$ cat config.mk
export PLATFORM = sky130hd
export DESIGN_NAME = sha256_stream_hasher
export DESIGN_NICKNAME = d
export VERILOG_FILES = /design/src/rtl/sha_pkg.sv /design/src/rtl/sha256_stream_hasher.sv /design/src/rtl/sha_round_core.sv
export VERILOG_INCLUDE_DIRS = /design/src /design/src/rtl
export SDC_FILE = /design/constraint.sdc
export NUM_CORES = 2
export LEC_CHECK = 0
export ABC_AREA = 1
export BUFFER_PORTS_ARGS = -buffer_cell sky130_fd_sc_hd__buf_4
export CAP_MARGIN = 10
export CORE_MARGIN = 2
export CORE_UTILIZATION = 45
export DETAILED_ROUTE_END_ITERATION = 6
export PLACE_DENSITY = 0.58
export SYNTH_ARGS = -nofsm -noshare
export SYNTH_HDL_FRONTEND = slang
export SYNTH_SLANG_ARGS = --single-unit
$ cat constraint.sdc
create_clock -name clk -period 23.2 [get_ports clk]
set_input_delay 3.48 -clock clk [delete_from_list [all_inputs] [get_ports clk]]
set_output_delay 3.48 -clock clk [all_outputs]
set_load 0.005 [all_outputs]
$ cat src/rtl/sha256_stream_hasher_assert.svh
// assertion macros for the stream hasher
`ifndef SHA256_STREAM_HASHER_ASSERT_SVH
`define SHA256_STREAM_HASHER_ASSERT_SVH
`define SHA_ASSERT_IMP(label, clk, rst_n, a, c, msg) \
    label: assert property (@(posedge clk) disable iff (!rst_n) (a) |-> (c)) else $error(msg);
`define SHA_ASSERT_NXT(label, clk, rst_n, a, c, msg) \
    label: assert property (@(posedge clk) disable iff (!rst_n) (a) |=> (c)) else $error(msg);
`endif

$ cat src/rtl/sha_pkg.sv
`timescale 1ns / 1ps
package sha_pkg;
    localparam int COUNT_BITS_DEF = 61;
    localparam logic [7:0] PAD_BYTE = 8'h80;
    localparam logic [31:0] ROUND_K [64] = '{
        32'h428a2f98,32'h71374491,32'hb5c0fbcf,32'he9b5dba5,32'h3956c25b,32'h59f111f1,
        32'h923f82a4,32'hab1c5ed5,32'hd807aa98,32'h12835b01,32'h243185be,32'h550c7dc3,
        32'h72be5d74,32'h80deb1fe,32'h9bdc06a7,32'hc19bf174,32'he49b69c1,32'hefbe4786,
        32'h0fc19dc6,32'h240ca1cc,32'h2de92c6f,32'h4a7484aa,32'h5cb0a9dc,32'h76f988da,
        32'h983e5152,32'ha831c66d,32'hb00327c8,32'hbf597fc7,32'hc6e00bf3,32'hd5a79147,
        32'h06ca6351,32'h14292967,32'h27b70a85,32'h2e1b2138,32'h4d2c6dfc,32'h53380d13,
        32'h650a7354,32'h766a0abb,32'h81c2c92e,32'h92722c85,32'ha2bfe8a1,32'ha81a664b,
        32'hc24b8b70,32'hc76c51a3,32'hd192e819,32'hd6990624,32'hf40e3585,32'h106aa070,
        32'h19a4c116,32'h1e376c08,32'h2748774c,32'h34b0bcb5,32'h391c0cb3,32'h4ed8aa4a,
        32'h5b9cca4f,32'h682e6ff3,32'h748f82ee,32'h78a5636f,32'h84c87814,32'h8cc70208,
        32'h90befffa,32'ha4506ceb,32'hbef9a3f7,32'hc67178f2};
    localparam logic [31:0] INIT_H [8] = '{
        32'h6a09e667,32'hbb67ae85,32'h3c6ef372,32'ha54ff53a,
        32'h510e527f,32'h9b05688c,32'h1f83d9ab,32'h5be0cd19};
    typedef struct packed {
        logic start;
        logic busy;
        logic done;
    } core_ctl_t;
endpackage

$ cat src/rtl/sha256_stream_hasher.sv
`timescale 1ns / 1ps
// one byte per beat; every 64th byte starts a 64-round compression,
// one round a cycle in the shared round unit (not ready meanwhile)
// finishing beat: one or two padded compressions, then eight digest beats
// sustained byte rate set by the round unit
// rst_n asynchronous active low: initial hash values, empty buffer, zero count
module sha256_stream_hasher #(
    parameter int COUNT_BITS = sha_pkg::COUNT_BITS_DEF
) (
    input  logic clk,
    input  logic rst_n,
    input  logic in_valid,
    output logic in_ready,
    input  logic [7:0] data_byte,
    input  logic has_byte,
    input  logic last_item,
    output logic out_valid,
    input  logic out_ready,
    output logic [31:0] digest_word,
    output logic [2:0] word_index,
    output logic last_word
);
    typedef enum logic [2:0] {S_IDLE, S_RUN, S_WAIT, S_PAD, S_EMIT} state_t;
    state_t state_reg;
    // byte 0 of the block sits in the top byte
    logic [511:0] blk_reg;
    logic [6:0] fill_reg;
    logic [COUNT_BITS-1:0] total_reg;
    logic [255:0] hash_reg;
    logic fin_reg, second_reg;
    logic [2:0] idx_reg;
    logic start_reg;
    logic [255:0] hash_out;
    sha_pkg::core_ctl_t ctl;
    logic [63:0] bits;
    logic [255:0] init_h;

    always_comb
    begin
        for (int j = 0; j < 8; j++)
            init_h[255 - 32*j -: 32] = sha_pkg::INIT_H[j];
        bits = 64'(total_reg) << 3;
    end

    sha_round_core u_core (
        .clk(clk), .rst_n(rst_n), .start(start_reg), .block(blk_reg),
        .hash_in(hash_reg), .hash_out(hash_out), .ctl(ctl)
    );

    assign in_ready    = (state_reg == S_IDLE);
    assign out_valid   = (state_reg == S_EMIT);
    assign digest_word = hash_reg[255 - 32*idx_reg -: 32];
    assign word_index  = idx_reg;
    assign last_word   = (idx_reg == 3'd7);

    always_ff @(posedge clk or negedge rst_n)
    begin
        if (!rst_n)
        begin
            state_reg  <= S_IDLE;
            fill_reg   <= '0;
            total_reg  <= '0;
            hash_reg   <= init_h;
            fin_reg    <= 1'b0;
            second_reg <= 1'b0;
            idx_reg    <= '0;
            start_reg  <= 1'b0;
        end
        else
        begin
            start_reg <= 1'b0;
            unique case (state_reg)
                S_IDLE:
                begin
                    if (in_valid)
                    begin
                        fin_reg <= last_item;
                        if (has_byte)
                        begin
                            blk_reg[511 - {fill_reg[5:0], 3'b000} -: 8] <= data_byte;
                            total_reg <= total_reg + COUNT_BITS'(1);
                            if (fill_reg == 7'd63)
                            begin
                                fill_reg  <= '0;
                                start_reg <= 1'b1;
                                state_reg <= S_RUN;
                            end
                            else
                            begin
                                fill_reg <= fill_reg + 7'd1;
                                if (last_item)
                                    state_reg <= S_PAD;
                            end
                        end
                        else if (last_item)
                            state_reg <= S_PAD;
                    end
                end
                S_RUN:
                    state_reg <= S_WAIT;
                S_WAIT:
                begin
                    if (ctl.done)
                    begin
                        hash_reg <= hash_out;
                        if (second_reg)
                        begin
                            second_reg <= 1'b0;
                            idx_reg    <= '0;
                            state_reg  <= S_EMIT;
                        end
                        else if (fin_reg)
                            state_reg <= S_PAD;
                        else
                            state_reg <= S_IDLE;
                    end
                end
                S_PAD:
                begin
                    // fill_reg holds the pad position, or 64 for a length-only block
                    for (int i = 0; i < 56; i++)
                    begin
                        if (7'(i) == fill_reg)
                            blk_reg[511 - 8*i -: 8] <= sha_pkg::PAD_BYTE;
                        else if (7'(i) > fill_reg || fill_reg == 7'd64)
                            blk_reg[511 - 8*i -: 8] <= 8'h00;
                    end
                    for (int k = 0; k < 8; k++)
                    begin
                        if (fill_reg < 7'd56 || fill_reg == 7'd64)
                            blk_reg[63 - 8*k -: 8] <= bits[63 - 8*k -: 8];
                        else if (7'(56 + k) == fill_reg)
                            blk_reg[63 - 8*k -: 8] <= sha_pkg::PAD_BYTE;
                        else if (7'(56 + k) > fill_reg)
                            blk_reg[63 - 8*k -: 8] <= 8'h00;
                    end
                    if (fill_reg < 7'd56 || fill_reg == 7'd64)
                    begin
                        second_reg <= 1'b1;
                        fin_reg    <= 1'b0;
                        fill_reg   <= '0;
                    end
                    else
                        fill_reg <= 7'd64;
                    start_reg <= 1'b1;
                    state_reg <= S_RUN;
                end
                S_EMIT:
                begin
                    if (out_ready)
                    begin
                        idx_reg <= idx_reg + 3'd1;
                        if (idx_reg == 3'd7)
                        begin
                            hash_reg  <= init_h;
                            total_reg <= '0;
                            state_reg <= S_IDLE;
                        end
                    end
                end
                default:
                    state_reg <= S_IDLE;
            endcase
        end
    end

`include "sha256_stream_hasher_assert.svh"
    `SHA_ASSERT_IMP(a_no_ready_busy, clk, rst_n, ctl.busy, !in_ready, "ready while compressing")
    `SHA_ASSERT_IMP(a_no_out_busy, clk, rst_n, out_valid, !ctl.busy, "digest during rounds")
    `SHA_ASSERT_NXT(a_start_busy, clk, rst_n, start_reg, ctl.busy, "round unit did not start")
endmodule

$ cat src/rtl/sha_round_core.sv
`timescale 1ns / 1ps
module sha_round_core (
    input  logic clk,
    input  logic rst_n,
    input  logic start,
    input  logic [511:0] block,
    input  logic [255:0] hash_in,
    output logic [255:0] hash_out,
    output sha_pkg::core_ctl_t ctl
);
    logic [31:0] w_reg [16];
    logic [31:0] v_reg [8];
    logic [5:0] rnd_reg;
    logic busy_reg, done_reg;
    logic [31:0] wt, s0, s1, t1, t2, e, a, w2, w15;

    function automatic logic [31:0] rotr(input logic [31:0] x, input int n);
        rotr = (x >> n) | (x << (32 - n));
    endfunction

    // window shifts: w_reg[0] is w[t]
    always_comb
    begin
        w2  = w_reg[14];
        w15 = w_reg[1];
        s0  = rotr(w15, 7) ^ rotr(w15, 18) ^ (w15 >> 3);
        s1  = rotr(w2, 17) ^ rotr(w2, 19) ^ (w2 >> 10);
        wt  = w_reg[0];
        a   = v_reg[0];
        e   = v_reg[4];
        t1  = v_reg[7] + (rotr(e, 6) ^ rotr(e, 11) ^ rotr(e, 25))
            + ((e & v_reg[5]) ^ (~e & v_reg[6])) + sha_pkg::ROUND_K[rnd_reg] + wt;
        t2  = (rotr(a, 2) ^ rotr(a, 13) ^ rotr(a, 22))
            + ((a & v_reg[1]) ^ (a & v_reg[2]) ^ (v_reg[1] & v_reg[2]));
    end

    always_ff @(posedge clk or negedge rst_n)
    begin
        if (!rst_n)
        begin
            busy_reg <= 1'b0;
            done_reg <= 1'b0;
            rnd_reg  <= '0;
        end
        else
        begin
            done_reg <= 1'b0;
            if (start && !busy_reg)
            begin
                busy_reg <= 1'b1;
                rnd_reg  <= '0;
            end
            else if (busy_reg)
            begin
                rnd_reg <= rnd_reg + 6'd1;
                if (rnd_reg == 6'd63)
                begin
                    busy_reg <= 1'b0;
                    done_reg <= 1'b1;
                end
            end
        end
    end

    always_ff @(posedge clk)
    begin
        if (start && !busy_reg)
        begin
            for (int i = 0; i < 16; i++)
                w_reg[i] <= block[511 - 32*i -: 32];
            for (int j = 0; j < 8; j++)
                v_reg[j] <= hash_in[255 - 32*j -: 32];
        end
        else if (busy_reg)
        begin
            for (int i = 0; i < 15; i++)
                w_reg[i] <= w_reg[i+1];
            w_reg[15] <= s1 + w_reg[9] + s0 + w_reg[0];
            for (int j = 1; j < 8; j++)
            begin
                if (j != 4)
                    v_reg[j] <= v_reg[j-1];
            end
            v_reg[4] <= v_reg[3] + t1;
            v_reg[0] <= t1 + t2;
        end
    end

    always_comb
    begin
        for (int j = 0; j < 8; j++)
            hash_out[255 - 32*j -: 32] = hash_in[255 - 32*j -: 32] + v_reg[j];
        ctl.start = start;
        ctl.busy  = busy_reg;
        ctl.done  = done_reg;
    end
endmodule
==> results.txt <==
The logs give 0.495 for the final design utilization and 7 for the total iterations of the first detailed-routing run. The tools report the global-route wire length before repair as 661 mm. In this run the remaining antenna-violating nets after routing total 0.

In the synthesized netlist, the number of instances is 12500. The run gives 89500 as the number of global-route vias before repair. Once the clock tree was built, the resizer swapped 0 gates to a different size.

On the critical path the largest part of the delay comes from adder cells. OpenSTA, run right after detailed placement, puts the worst setup slack at 13.61 ns. The tools report the beginning of the worst register-to-register path as u_core.rnd_reg[1].

The ratio of cells with drive above 1 in the final layout is 0.0574. Yosys printed 0 warnings. The count of buffers added on input and output ports is 51. The startpoint identified for the worst hold timing path is blk_reg[303]. The total routing resource utilization after global routing was 0.390. The tightest hold path in the finished design has a slack of 0.476 ns. The data arrival time of the worst path was 10.28 ns; the global route total overflow was 0. The pin count of the biggest net entering global routing was 169. The die is 486 um wide.

Path class of the lowest-slack min-delay path: register to register. The final worst-path cycle share was 0.420; the core area was 230000 um^2. The total number of vias is 94000, and the slew at the pin with the worst max-slew slack is 1.33 ns. The per-instance average area after synthesis is 8.32 um^2.

The flip-flop cell with the highest count after synthesis was edfxtp_1. The number of pins with negative max-slew slack in the final report is 0. After routing, the total negative slack on setup checks comes to 0 ns.

The delay contributed by the slowest stage of the critical path was 0.82 ns; the detailed placement HPWL was 364 mm. Max-cap violations in this run came to 0. The worst hold path passes through 2 cells. In this run the deepest clock path goes through 3 buffers. The critical path in this run is classified as register to register. The number of clock buffers added by TritonCTS is 187. Along the worst path, the maximum fanout reaches 16. Counting both buffers and inverters, the worst setup path holds a total of 8. For this block, the routed nets add up to 471 mm of wire. The effective utilization at floorplan was 0.453. The largest area contributor in the synthesized netlist is edfxtp_1. The share of async-settable or async-resettable flops after synthesis works out to 0.210.

The tools report the sort of element at the end of the critical path as a register. The tools report the number of antenna violations at the first check in global routing as 20. The first routing iteration left 12500 violations. Buffer cell driving the clock tree root: clkbuf_16.

The area of the die came out at 236000 um^2. The tools report the total count of hold-check failures in the final report as 0. STA classifies the critical path startpoint as a register. TritonCTS built the clock tree. The sequential element share of the synthesized area is 0.452, and the worst-case setup margin in the final layout is 13.47 ns. For the number of remaining DRC errors, the log shows 0. Setup violations remaining at the end of the flow were counted as 0. The vertical extent of the die was 486 um; the clock period minus final worst setup slack was 9.73 ns. The logs give 13200 for the synthesized net count and 0 for the number of hold buffers added after cts.

The register bit total from synthesis came out at 1621. The slowest library cell on the worst path is dfrtp_1. The final layout contains 13000 nets.

The H-tree generated during clock tree synthesis spans 4 levels. The run gives 104000 um^2 as the post-synthesis instance area. At the worst endpoint, the required time is 23.75 ns. The setup slack of the worst register-to-register path is 13.47 ns. The later pin in the worst-skew pair is clocked with a latency of 0.91 ns. The logs give 52 for the top-level I/O count and 0.105 ns for the clock skew. The synthesized netlist contains 69 unique library cells. For the maximum clock frequency, the log shows 0.103 GHz. Most common cell type on the critical path: inv_1. Setup repair after global routing left no endpoint under its margin.

The area growth from synthesis to layout is 9.26%. The count of flip-flops with a built-in enable after synthesis came out at 1280. The routed length per instance is 30.2 um.

The run finished with clean final reports. The fraction of synthesized cell area taken by the top area cell type was 0.368. For the number of rows created at floorplan, the log shows 176. The logic depth of the worst setup path including buffers works out to 35.

After synthesis, the cell types taking the most area are edfxtp_1 (37%), nand2_1 (9.7%), o21ai_0 (7.0%). The startpoint of the worst setup timing path is u_core.rnd_reg[1]. The number of vias per cell was 6.03; the depth of the worst register-to-register path was 35.

The post-CTS setup-driven buffer insertion count was 0; the remaining max-slew budget at the tightest pin was 0.0986. The run gives 1.10 as the weighted congestion at the end of routability-driven global placement. The clock slew seen by the registers of the worst setup and hold paths was 0.06 ns; the clock sink total was 1621.
-- cell families (layout without fill, tap and decap cells) --
family,count (synthesis),count (layout),synth area share
XOR/XNOR,419,419,0.0352
AND/OR/NAND/NOR,4335,4335,0.168
AO/OA/AOI/OAI,3248,3248,0.173
multiplexers,19,19,0.00195
buffers and inverters,2283,2306,0.0829
flip-flops,1621,1621,0.452
other,0,8,0
adder cells (fa/ha/maj),617,617,0.0875
-- cells in the mapped netlist, types with 32 or more instances --
library cell / n
nor3_1: 144
xor2_1: 234
o32ai_1: 41
o21a_1: 41
xnor2_1: 185
edfxtp_1: 1280
o22ai_1: 262
nor2_1: 946
clkbuf_1: 439
dfstp_2: 136
fa_1: 195
ha_1: 401
nand2_1: 2695
inv_1: 1752
dfrtp_1: 205
o21bai_1: 65
nand3_1: 367
a22oi_1: 33
a21boi_0: 34
a21o_1: 71
buf_2: 42
a21oi_1: 996
nor4_1: 32
nand4_1: 59
o21ai_0: 1455
a31oi_1: 77
-- metal layers --
metal	part of all wire	GRT usage	wire, um
met3	0.090	0.0759	42500
met2	0.44	0.604	208000
met4	0.073	0.235	34500
met5	0.00014	0	68
met1	0.39	0.506	185000
-- cell usage in the layout, fill, tap and decap left out, drive strengths merged, types with 185 or more instances in the layout --
master,n
nand3,368
nor2,958
o21ai,1457
xor2,234
dfrtp,205
a21oi,999
clkbuf,236
nand2,2699
fa,195
ha,401
o22ai,262
edfxtp,1280
xnor2,185
inv,1770
-- layout make-up --
class | instances | area [um^2]
fill | 22300 | 116000
multi-input combinational | 8638 | 48600
sequential | 1621 | 47100
inverter | 1776 | 6710
clock buffer | 236 | 4960
tap | 3026 | 3790
timing repair buffer | 184 | 1450
clock inverter | 110 | 1290
antenna | 8 | 20.0
-- path summary, 6_finish.rpt --
| path | to |
|---|---|
| max | u_core.v_reg[0][27] |
| min | u_core.w_reg[0][207] |
| max reg2reg | u_core.v_reg[0][27] |
| min reg2reg | u_core.w_reg[0][207] |
| max in group asynchronous | hash_reg[76] |
| min in group asynchronous | hash_reg[247] |
-- worst reg2reg max path, delay by kind of cell, from the launching register on --
family | cells | cell delay, ns
adders and majority gates | 7 | 3.17
AOI/OAI and AO/OA | 8 | 2.17
and+or+nand+nor | 11 | 2.00
buffers and inverters | 8 | 1.02
DFF | 1 | 0.82
xor gates and xnor gates | 1 | 0.30
-- metrics by stage --
stage	instances	cell area, um^2
global placement	15200	108000
floorplan	12500	104000
global route	15600	114000
CTS	15600	114000
finish	15600	114000
detailed placement	15200	108000
Power is not shown: default switching activity piles up to over one toggle a cycle in this logic, so the estimate is an artifact.
